==> src/hdl/l4hfe_pkg.sv <==
package l4hfe_pkg;

    // IP version codes
    localparam logic [3:0] C_VER_IPV4 = 4'd4;
    localparam logic [3:0] C_VER_IPV6 = 4'd6;

    // transport protocol codes
    localparam logic [7:0] C_PROTO_TCP = 8'd6;
    localparam logic [7:0] C_PROTO_UDP = 8'd17;

    // fixed header lengths
    localparam logic [5:0] C_IPV6_HDR_LEN = 6'd40;
    localparam logic [6:0] C_UDP_HDR_LEN  = 7'd8;

    // byte positions within the layer-3 header
    localparam logic [6:0] C_POS_MAX      = 7'd127;
    localparam logic [6:0] C_POS_PROTO_V4 = 7'd9;
    localparam logic [6:0] C_POS_PROTO_V6 = 7'd6;
    localparam logic [6:0] C_POS_SRC_LO   = 7'd12;
    localparam logic [6:0] C_POS_SRC_HI   = 7'd15;
    localparam logic [6:0] C_POS_DST_LO   = 7'd16;
    localparam logic [6:0] C_POS_DST_HI   = 7'd19;

    // byte offsets within the layer-4 header
    localparam logic [6:0] C_L4_PORT_HI = 7'd2;
    localparam logic [6:0] C_L4_PORT_LO = 7'd3;
    localparam logic [6:0] C_L4_ULEN_HI = 7'd4;
    localparam logic [6:0] C_L4_ULEN_LO = 7'd5;
    localparam logic [6:0] C_L4_TCP_OFF = 7'd12;

    // last position each header needs for a complete result
    localparam logic [6:0] C_NEED_V4      = 7'd19;
    localparam logic [6:0] C_NEED_V6      = 7'd6;
    localparam logic [6:0] C_NEED_TCP_REL = 7'd12;
    localparam logic [6:0] C_NEED_UDP_REL = 7'd5;

endpackage

==> src/hdl/ip_l4_header_field_extractor_unit.sv <==
// Layer-3/layer-4 header field extractor. Packet bytes enter one word per
// cycle, starting at byte 0 of the IPv4 or IPv6 header, with i_last_byte on
// the final byte. Each byte is captured by its position in one pass between
// the input register and the field state, so the sustained rate is one byte
// per clock; the result for a packet is loaded into the output register when
// its last byte leaves the input register. The input stalls only when a last
// byte is waiting behind a result that the downstream side has not yet taken.
// IPv6 addresses and extension headers are not parsed; an unknown version
// reports zero lengths and counts as complete.
module ip_l4_header_field_extractor_unit (
    input  logic        i_clk,
    input  logic        i_rst_n,
    input  logic        i_valid,
    output logic        o_stall,
    input  logic [7:0]  i_data_byte,
    input  logic        i_last_byte,
    output logic        o_valid,
    input  logic        i_stall,
    output logic [3:0]  o_net_version,
    output logic [5:0]  o_network_header_length,
    output logic [7:0]  o_transport_protocol,
    output logic [6:0]  o_total_header_length,
    output logic [15:0] o_destination_port,
    output logic [15:0] o_udp_payload_length,
    output logic [31:0] o_ipv4_source,
    output logic [31:0] o_ipv4_destination,
    output logic        o_fields_complete
);
    import l4hfe_pkg::*;

    // input register
    logic       r_in_valid;
    logic [7:0] r_in_data;
    logic       r_in_last;

    // per-packet field state
    logic [6:0]  r_pos,  n_pos;
    logic [3:0]  r_ver,  n_ver;
    logic [5:0]  r_l3,   n_l3;
    logic [7:0]  r_prot, n_prot;
    logic [3:0]  r_toff, n_toff;
    logic [15:0] r_port, n_port;
    logic [15:0] r_ulen, n_ulen;
    logic [31:0] r_src,  n_src;
    logic [31:0] r_dst,  n_dst;

    // output register
    logic        r_out_valid;
    logic [3:0]  r_o_ver;
    logic [5:0]  r_o_l3;
    logic [7:0]  r_o_prot;
    logic [6:0]  r_o_total;
    logic [15:0] r_o_port;
    logic [15:0] r_o_ulen;
    logic [31:0] r_o_src;
    logic [31:0] r_o_dst;
    logic        r_o_cmpl;

    logic       adv;
    logic       proc;
    logic       in_load;
    logic [6:0] rel;

    // result fields
    logic       v4, v6, tcp, udp;
    logic [7:0] res_prot;
    logic [6:0] res_total;
    logic [6:0] need;
    logic [6:0] l3_ext;

    // a non-last word never needs the output register
    assign adv     = !r_in_last || !r_out_valid || !i_stall;
    assign proc    = r_in_valid && adv;
    assign in_load = !r_in_valid || adv;
    assign o_stall = !in_load;

    always_ff @(posedge i_clk) begin
        if (!i_rst_n) begin
            r_in_valid <= 1'b0;
        end else if (in_load) begin
            r_in_valid <= i_valid;
        end
    end

    always_ff @(posedge i_clk) begin
        if (in_load) begin
            r_in_data <= i_data_byte;
            r_in_last <= i_last_byte;
        end
    end

    // capture by position
    assign rel = r_pos - {1'b0, r_l3};

    always_comb begin
        n_pos  = r_pos;
        n_ver  = r_ver;
        n_l3   = r_l3;
        n_prot = r_prot;
        n_toff = r_toff;
        n_port = r_port;
        n_ulen = r_ulen;
        n_src  = r_src;
        n_dst  = r_dst;
        if (proc) begin
            n_pos = (r_pos == C_POS_MAX) ? r_pos : r_pos + 7'd1;
            if (r_pos == 7'd0) begin
                n_ver = r_in_data[7:4];
                if (r_in_data[7:4] == C_VER_IPV4) begin
                    n_l3 = {r_in_data[3:0], 2'b00};
                end else if (r_in_data[7:4] == C_VER_IPV6) begin
                    n_l3 = C_IPV6_HDR_LEN;
                end else begin
                    n_l3 = 6'd0;
                end
            end else begin
                if ((r_pos == C_POS_PROTO_V4 && r_ver == C_VER_IPV4) ||
                    (r_pos == C_POS_PROTO_V6 && r_ver == C_VER_IPV6)) begin
                    n_prot = r_in_data;
                end
                if (r_pos >= C_POS_SRC_LO && r_pos <= C_POS_SRC_HI) begin
                    n_src = {r_src[23:0], r_in_data};
                end
                if (r_pos >= C_POS_DST_LO && r_pos <= C_POS_DST_HI) begin
                    n_dst = {r_dst[23:0], r_in_data};
                end
                // layer-4 fields, counted from the layer-3 length
                if (r_pos >= {1'b0, r_l3}) begin
                    case (rel) inside
                        C_L4_PORT_HI, C_L4_PORT_LO: begin
                            n_port = {r_port[7:0], r_in_data};
                        end
                        C_L4_ULEN_HI, C_L4_ULEN_LO: begin
                            n_ulen = {r_ulen[7:0], r_in_data};
                        end
                        C_L4_TCP_OFF: begin
                            n_toff = r_in_data[7:4];
                        end
                        default: begin
                        end
                    endcase
                end
            end
        end
    end

    // field state clears after each last word
    always_ff @(posedge i_clk) begin
        if (!i_rst_n || (proc && r_in_last)) begin
            r_pos  <= '0;
            r_ver  <= '0;
            r_l3   <= '0;
            r_prot <= '0;
            r_toff <= '0;
            r_port <= '0;
            r_ulen <= '0;
            r_src  <= '0;
            r_dst  <= '0;
        end else begin
            r_pos  <= n_pos;
            r_ver  <= n_ver;
            r_l3   <= n_l3;
            r_prot <= n_prot;
            r_toff <= n_toff;
            r_port <= n_port;
            r_ulen <= n_ulen;
            r_src  <= n_src;
            r_dst  <= n_dst;
        end
    end

    // result from the state including the last word
    assign l3_ext = {1'b0, n_l3};

    always_comb begin
        v4        = (n_ver == C_VER_IPV4);
        v6        = (n_ver == C_VER_IPV6);
        res_prot  = (v4 || v6) ? n_prot : 8'd0;
        tcp       = (res_prot == C_PROTO_TCP);
        udp       = (res_prot == C_PROTO_UDP);
        res_total = l3_ext;
        need      = 7'd0;
        if (v4) begin
            need = C_NEED_V4;
        end else if (v6) begin
            need = C_NEED_V6;
        end
        if (tcp) begin
            res_total = l3_ext + {1'b0, n_toff, 2'b00};
            if (l3_ext + C_NEED_TCP_REL > need) begin
                need = l3_ext + C_NEED_TCP_REL;
            end
        end else if (udp) begin
            res_total = l3_ext + C_UDP_HDR_LEN;
            if (l3_ext + C_NEED_UDP_REL > need) begin
                need = l3_ext + C_NEED_UDP_REL;
            end
        end
    end

    // output register
    always_ff @(posedge i_clk) begin
        if (!i_rst_n) begin
            r_out_valid <= 1'b0;
        end else if (proc && r_in_last) begin
            r_out_valid <= 1'b1;
        end else if (!i_stall) begin
            r_out_valid <= 1'b0;
        end
    end

    always_ff @(posedge i_clk) begin
        if (proc && r_in_last) begin
            r_o_ver   <= n_ver;
            r_o_l3    <= n_l3;
            r_o_prot  <= res_prot;
            r_o_total <= res_total;
            r_o_port  <= (tcp || udp) ? n_port : 16'd0;
            r_o_ulen  <= udp ? (n_ulen - {9'd0, C_UDP_HDR_LEN}) : 16'd0;
            r_o_src   <= v4 ? n_src : 32'd0;
            r_o_dst   <= v4 ? n_dst : 32'd0;
            r_o_cmpl  <= (r_pos >= need);
        end
    end

    assign o_valid                 = r_out_valid;
    assign o_net_version           = r_o_ver;
    assign o_network_header_length = r_o_l3;
    assign o_transport_protocol    = r_o_prot;
    assign o_total_header_length   = r_o_total;
    assign o_destination_port      = r_o_port;
    assign o_udp_payload_length    = r_o_ulen;
    assign o_ipv4_source           = r_o_src;
    assign o_ipv4_destination      = r_o_dst;
    assign o_fields_complete       = r_o_cmpl;

endmodule

==> config.mk <==
export PLATFORM = sky130hd
export DESIGN_NAME = ip_l4_header_field_extractor_unit
export DESIGN_NICKNAME = d
export VERILOG_FILES = /design/src/hdl/l4hfe_pkg.sv /design/src/hdl/ip_l4_header_field_extractor_unit.sv
export SDC_FILE = /design/constraint.sdc
export NUM_CORES = 1
export LEC_CHECK = 0
export BUFFER_PORTS_ARGS = -buffer_cell sky130_fd_sc_hd__buf_2
export CORE_MARGIN = 2
export CORE_UTILIZATION = 40
export DETAILED_ROUTE_END_ITERATION = 12
export SLEW_MARGIN = 40
export SYNTH_ARGS = -nofsm -noshare
export SYNTH_HDL_FRONTEND = slang
export SYNTH_SLANG_ARGS = --single-unit
==> constraint.sdc <==
create_clock -name i_clk -period 5.4 [get_ports i_clk]
set_clock_uncertainty 0.1 [all_clocks]
set_input_delay 0.54 -clock i_clk [delete_from_list [all_inputs] [get_ports i_clk]]
set_output_delay 0.54 -clock i_clk [all_outputs]
set_load 0.01 [all_outputs]
==> flow_summary.yaml, run 1 <==
outcome:
  status: "finished, final reports clean"
synthesis:
  synth_seq_area_share: 0.590
  yosysMostFrequentCell: "nor2_1"
  synthCells: 955
  syn_area_per_cell_um2: 11.4
  ys.warnings.count: 0
  async_flop_share: 0
  synth_edf_count: 129
  synthFlopType: "edfxtp_1"
  yosysTopAreaCell: "edfxtp_1"
  synth_top_area_frac: 0.356
  synth_cell_type_count: 63
  synth_area_leaders: "edfxtp_1 (36%), dfxtp_1 (23%), mux2i_1 (10%)"
  ys_seq_elements: 256
  ys_top_cells_by_count: "nor2_1 (243), edfxtp_1 (129), dfxtp_1 (127)"
  syn_area_um2: 10900
  syn_nets: 1006
worst_hold_path:
  hp-class: "in -> reg"
  worstHoldStart: "i_data_byte[0]"
  holdPathStages: 1
grt:
  grt_first_pass_wirelength_mm: 38.8
  antenna_found_initial: 0
  grt_max_degree: 84
  grt_pass1_vias: 7142
  grt_usage: 0.171
  grt.overflow.total: 0
clock_tree:
  numCtsBuffers: 26
  clockRootBuffer: "clkbuf_16"
  clock_latency_ns: 0.53
  htree_levels: 1
  path_clk_slew_ns: 0.06
  cts_tree: "yes"
  cts.sinks: 256
  cts_hold_buffers: 0
  clockBufferDepth: 3
floorplan:
  dieHeight_um: 169
  initial_core_util: 0.406
  die_area_um2: 28500
  die_x_um: 169
  core-area_um2: 26800
  num_rows: 60
  ioPinCount: 137
routing:
  wl_mm: 24.6
  firstDrtPassIters: 5
  drc: 0
  ant_nets: 0
  first_iter_violations: 494
  via_count: 7344
  wl_per_cell_um: 16.8
  via_per_inst: 5.00
final_layout:
  layout-drive-gt1-share: 0.228
  multi_input_area_um2: 4260
  antennaDiodeCount: 0
  final_area_um2: 13100
  seqCellArea_um2: 6420
  nFillCells: 2463
  finalNetCount: 1159
  syn_to_final_growth_pct: 20.1
worst_setup_path:
  cp.required_ns: 5.58
  r2r_slack_ns: 0.36
  startpoint: "r_pos[0]"
  r2r_start: "r_pos[0]"
  reg2reg_depth: 25
  path_max_fanout: 7
  worst-setup-path-type: "reg -> reg"
  critPathCaptureType: "flip-flop"
  arrival_ns: 5.23
  start_kind: "flip-flop"
sta:
  period_needed_ns: 5.04
  fin_setup_tns_ns: 0
  report.final.setup_viol: 0
  min_period_over_period: 0.934
  worst_slew_pin_slew_ns: 0.732
  relSlewSlack: 0.511
  maxSlewViolCount: 0
  fmax_mhz: 198
  hold_viol_final: 0
job:
  maxCapViolations: 0
place:
  port_buffers: 136
  gp_congestion: 0.830
  postPlaceCellArea_um2: 12000
  dpl.hpwl_mm: 16.3
power:
  power.density_nw_per_um2: 316
  p_leak_uw: 0.00470
  ir_drop_mv: 0.187
[stage by stage]
step	hold slack, ns	utilization	std cells	total power (uW)	worst slack (ns)
after floorplan	0.356	-	955	2230	0.343
after global placement	0.370	0.449	1411	2300	0.171
after detailed placement	0.376	0.449	1411	2300	0.105
after CTS	0.0581	0.483	1459	4180	0.0829
after global routing	0.0616	0.488	1469	4280	-0.0321
final	0.0852	0.488	1469	4130	0.357
[logic make-up (layout without fill, tap and decap cells)]
group / Yosys count / after routing / share of synthesized area
flops: 256 / 256 / 0.590
compound gates: 76 / 76 / 0.0496
buf+inv: 74 / 247 / 0.0296
simple gates: 363 / 363 / 0.151
xor+xnor: 24 / 24 / 0.0200
mux: 124 / 124 / 0.115
fa+ha+maj: 38 / 38 / 0.0451
[final timing paths]
kind	to
max	o_fields_complete
min	r_in_data[0]
max reg2reg	o_fields_complete
min reg2reg	r_port[8]
[per-layer routing]
layer / global-route usage / vias up / wire, um
met5: 0 / - / 0
met4: 0.0401 / 0 / 384
met3: 0.0332 / 41 / 1360
met2: 0.275 / 180 / 11100
met1: 0.240 / 3477 / 11800
li1: - / 3646 / -
[final cells by class]
| class | instances | share of cell area |
|---|---|---|
| Clock inverter | 15 | 0.0123 |
| Tap cell | 341 | 0.0326 |
| Multi-Input combinational cell | 625 | 0.326 |
| Clock buffer | 33 | 0.0566 |
| Timing Repair Buffer | 174 | 0.0739 |
| Inverter | 25 | 0.00775 |
| Sequential cell | 256 | 0.491 |
[state kept, by name, summed over array words and instances, names as in the netlist, 4 cells and up]
register,flops
o_destination_port,16
o_ipv4_destination,32
o_ipv4_source,32
o_net_version,4
o_network_header_length,6
o_total_header_length,5
o_transport_protocol,8
o_udp_payload_length,16
r_dst,32
r_in_data,8
r_l3,6
r_port,16
r_pos,7
r_prot,8
r_src,32
r_toff,4
r_ulen,16
r_ver,4
[power by group]
part / total, uW / leakage, uW / internal [uW] / switching [uW]
clock network: 1860 / 0.000442 / 1110 / 747
logic: 183 / 0.00206 / 62.2 / 121
registers: 2090 / 0.00219 / 2070 / 18.8
[critical path, stage by stage (launching register included)]
cell and delay (ns):
dfxtp_2 0.35, inv_2 0.09, ha_1 0.16, nor4b_4 0.38, a41oi_1 0.31, a21oi_4 0.30
inv_4 0.08, ha_1 0.21, a21oi_2 0.15, inv_2 0.07, xnor2_2 0.14, ha_1 0.29
nand4_1 0.10, a22oi_1 0.10, a31oi_4 0.30, nor3_1 0.10, a211o_1 0.31, ha_1 0.26
nand2b_1 0.14, a21o_1 0.17, a21o_1 0.17, a21o_1 0.16, a21oi_1 0.14, nor2b_1 0.06
o21ai_1 0.11, nand2b_1 0.06
[layout by cell type, fill, tap and decap left out, types with 6 or more instances in the layout]
master	count
inv_1	20
nand2_1	27
a21oi_1	17
ha_1	36
o21ai_0	9
xnor2_1	14
mux2_2	9
clkbuf_16	28
buf_2	136
nand3_1	8
nor2b_1	11
buf_4	38
nor4_1	9
nor3_1	17
edfxtp_1	129
dfxtp_1	126
nor2_1	243
nand3b_1	6
xor2_1	8
mux2i_1	113
a21o_1	13
[what timing repair did]
item                       in CTS  in global routing
setup endpoints to repair       0                  1
gates resized for setup         0                 16
buffers inserted                0                 10
No activity file was read; power rests on OpenSTA's default activity.
==> run 2: changes to the inputs <==
--- a/config.mk
+++ b/config.mk
@@ -9,6 +9,7 @@
 export CORE_MARGIN = 2
 export CORE_UTILIZATION = 40
 export DETAILED_ROUTE_END_ITERATION = 12
+export RECOVER_POWER = 25
 export SLEW_MARGIN = 40
 export SYNTH_ARGS = -nofsm -noshare
 export SYNTH_HDL_FRONTEND = slang
==> flow_summary.yaml, run 2 (synthesis gave the netlist of run 1 again) <==
outcome:
  status: "finished, final reports clean"
worst_setup_path:
  worst-setup-path-type: "reg -> reg"
  worst_path_max_delay_cell: "nor4b_4"
  slowest_delay_ns: 0.38
  cp_common_cell: "ha_1"
  start_kind: "flip-flop"
  path_max_fanout: 7
  cp.required_ns: 5.58
  path_buf_inv: 3
  crit_family: "compound AO/OA/AOI/OAI gates"
  arrival_ns: 5.22
  critPathCaptureType: "flip-flop"
routing:
  wl_mm: 24.7
  via_count: 7324
  ant_nets: 0
  wl_per_cell_um: 16.8
  first_iter_violations: 465
  firstDrtPassIters: 5
  via_per_inst: 4.99
  drc: 0
sta:
  min_period_over_period: 0.933
  relSlewSlack: 0.512
  worst_slew_pin_slew_ns: 0.732
  maxSlewViolCount: 0
  setup_slack_ns: 0.360
  report.final.setup_viol: 0
  fmax_mhz: 198
  period_needed_ns: 5.04
  hold_viol_final: 0
grt:
  grt_pass1_vias: 7142
  grt_usage: 0.171
  antenna_found_initial: 0
  grt_max_degree: 84
  grt_first_pass_wirelength_mm: 38.8
  grt.overflow.total: 0
clock_tree:
  clockRootBuffer: "clkbuf_16"
  clock_latency_ns: 0.53
  htree_levels: 1
  cts.sinks: 256
  cts_tree: "yes"
  cts_hold_buffers: 0
  path_clk_slew_ns: 0.06
  clockBufferDepth: 3
  numCtsBuffers: 26
floorplan:
  ioPinCount: 137
  die_x_um: 169
  num_rows: 60
  core-area_um2: 26800
  initial_core_util: 0.406
  dieHeight_um: 169
  die_area_um2: 28500
worst_hold_path:
  hp-class: "in -> reg"
final_layout:
  syn_to_final_growth_pct: 18.9
  final_cell_mix: "nor2_1 (243), edfxtp_1 (129), dfxtp_1 (126)"
  layout-drive-gt1-share: 0.129
  finalNetCount: 1159
  instances_no_fill: 1469
  final_common_cell: "nor2_1"
  antennaDiodeCount: 0
place:
  port_buffers: 136
  dpl.hpwl_mm: 16.3
  dp_cells: 1411
  gp_congestion: 0.830
  dp_slack_ns: 0.105
power:
  p_leak_uw: 0.00442
  ir_drop_mv: 0.186
  power.density_nw_per_um2: 319
job:
  maxCapViolations: 0
## run 2: cell count changes in the layout (fill, tap and decap cells not counted), sizes merged
| cell | change |
|---|---|
| buf | -111 |
| clkbuf | +111 |
## run 2: area by class of cell
| type | instances | area (um^2) |
|---|---|---|
| Inverter | 25 | 101 |
| Tap cell | 341 | 427 |
| Timing Repair Buffer | 174 | 827 |
| Sequential cell | 256 | 6420 |
| Clock inverter | 15 | 160 |
| Clock buffer | 33 | 739 |
| Fill cell | 2525 | 13900 |
| Multi-Input combinational cell | 625 | 4260 |
## run 2: report_power, final
| part | switching (uW) | internal, uW | total [uW] |
|---|---|---|---|
| Combinational | 121 | 55.8 | 176 |
| Sequential | 19.5 | 2070 | 2090 |
| Clock | 747 | 1110 | 1860 |
## run 2: path summary, 6_finish.rpt
path / startpoint / endpoint / slack, ns / cells after the start
worst max-delay path: r_pos[0] / o_fields_complete / 0.36 / 25
worst min-delay path: i_data_byte[6] / r_in_data[6] / 0.09 / 1
worst max register to register: r_pos[0] / o_fields_complete / 0.36 / 25
worst min register to register: r_port[8] / r_port[8] / 0.39 / 2
## run 2: layer usage
layer	track usage	vias up	wire length (um)
li1	-	3644	-
met1	0.240	3481	11800
met2	0.275	160	11200
met3	0.0332	39	1380
met4	0.0401	0	365
met5	0	-	0
## run 2: timing repair
action,in CTS,in global routing
resized for setup,0,16
buffers inserted,0,10
hold endpoints to repair,0,0
endpoints found under the setup margin,0,1
## run 2: through the flow
stage	total power, uW	cell area, um^2	hold WS [ns]	TNS [ns]	utilization
after CTS	4180	12900	0.0581	0	0.483
after detailed placement	2300	12000	0.376	0	0.449
after global placement	2300	12000	0.370	0	0.449
after floorplan	2230	10900	0.356	0	-
final	4120	12900	0.0863	0	0.483
after global routing	4280	12900	0.0616	-0.0321	0.483
## run 2: worst reg2reg max path: stages, from the launching register on
cell,delay (ns)
dfxtp_2,0.35
inv_2,0.09
ha_1,0.16
nor4b_4,0.38
a41oi_1,0.31
a21oi_4,0.30
inv_4,0.08
ha_1,0.21
a21oi_2,0.15
inv_2,0.07
xnor2_2,0.14
ha_1,0.29
nand4_1,0.10
a22oi_1,0.10
a31oi_4,0.30
nor3_1,0.10
a211o_1,0.31
ha_1,0.26
nand2b_1,0.14
a21o_1,0.17
a21o_1,0.17
a21o_1,0.16
a21oi_1,0.14
nor2b_1,0.06
o21ai_1,0.11
nand2b_1,0.07
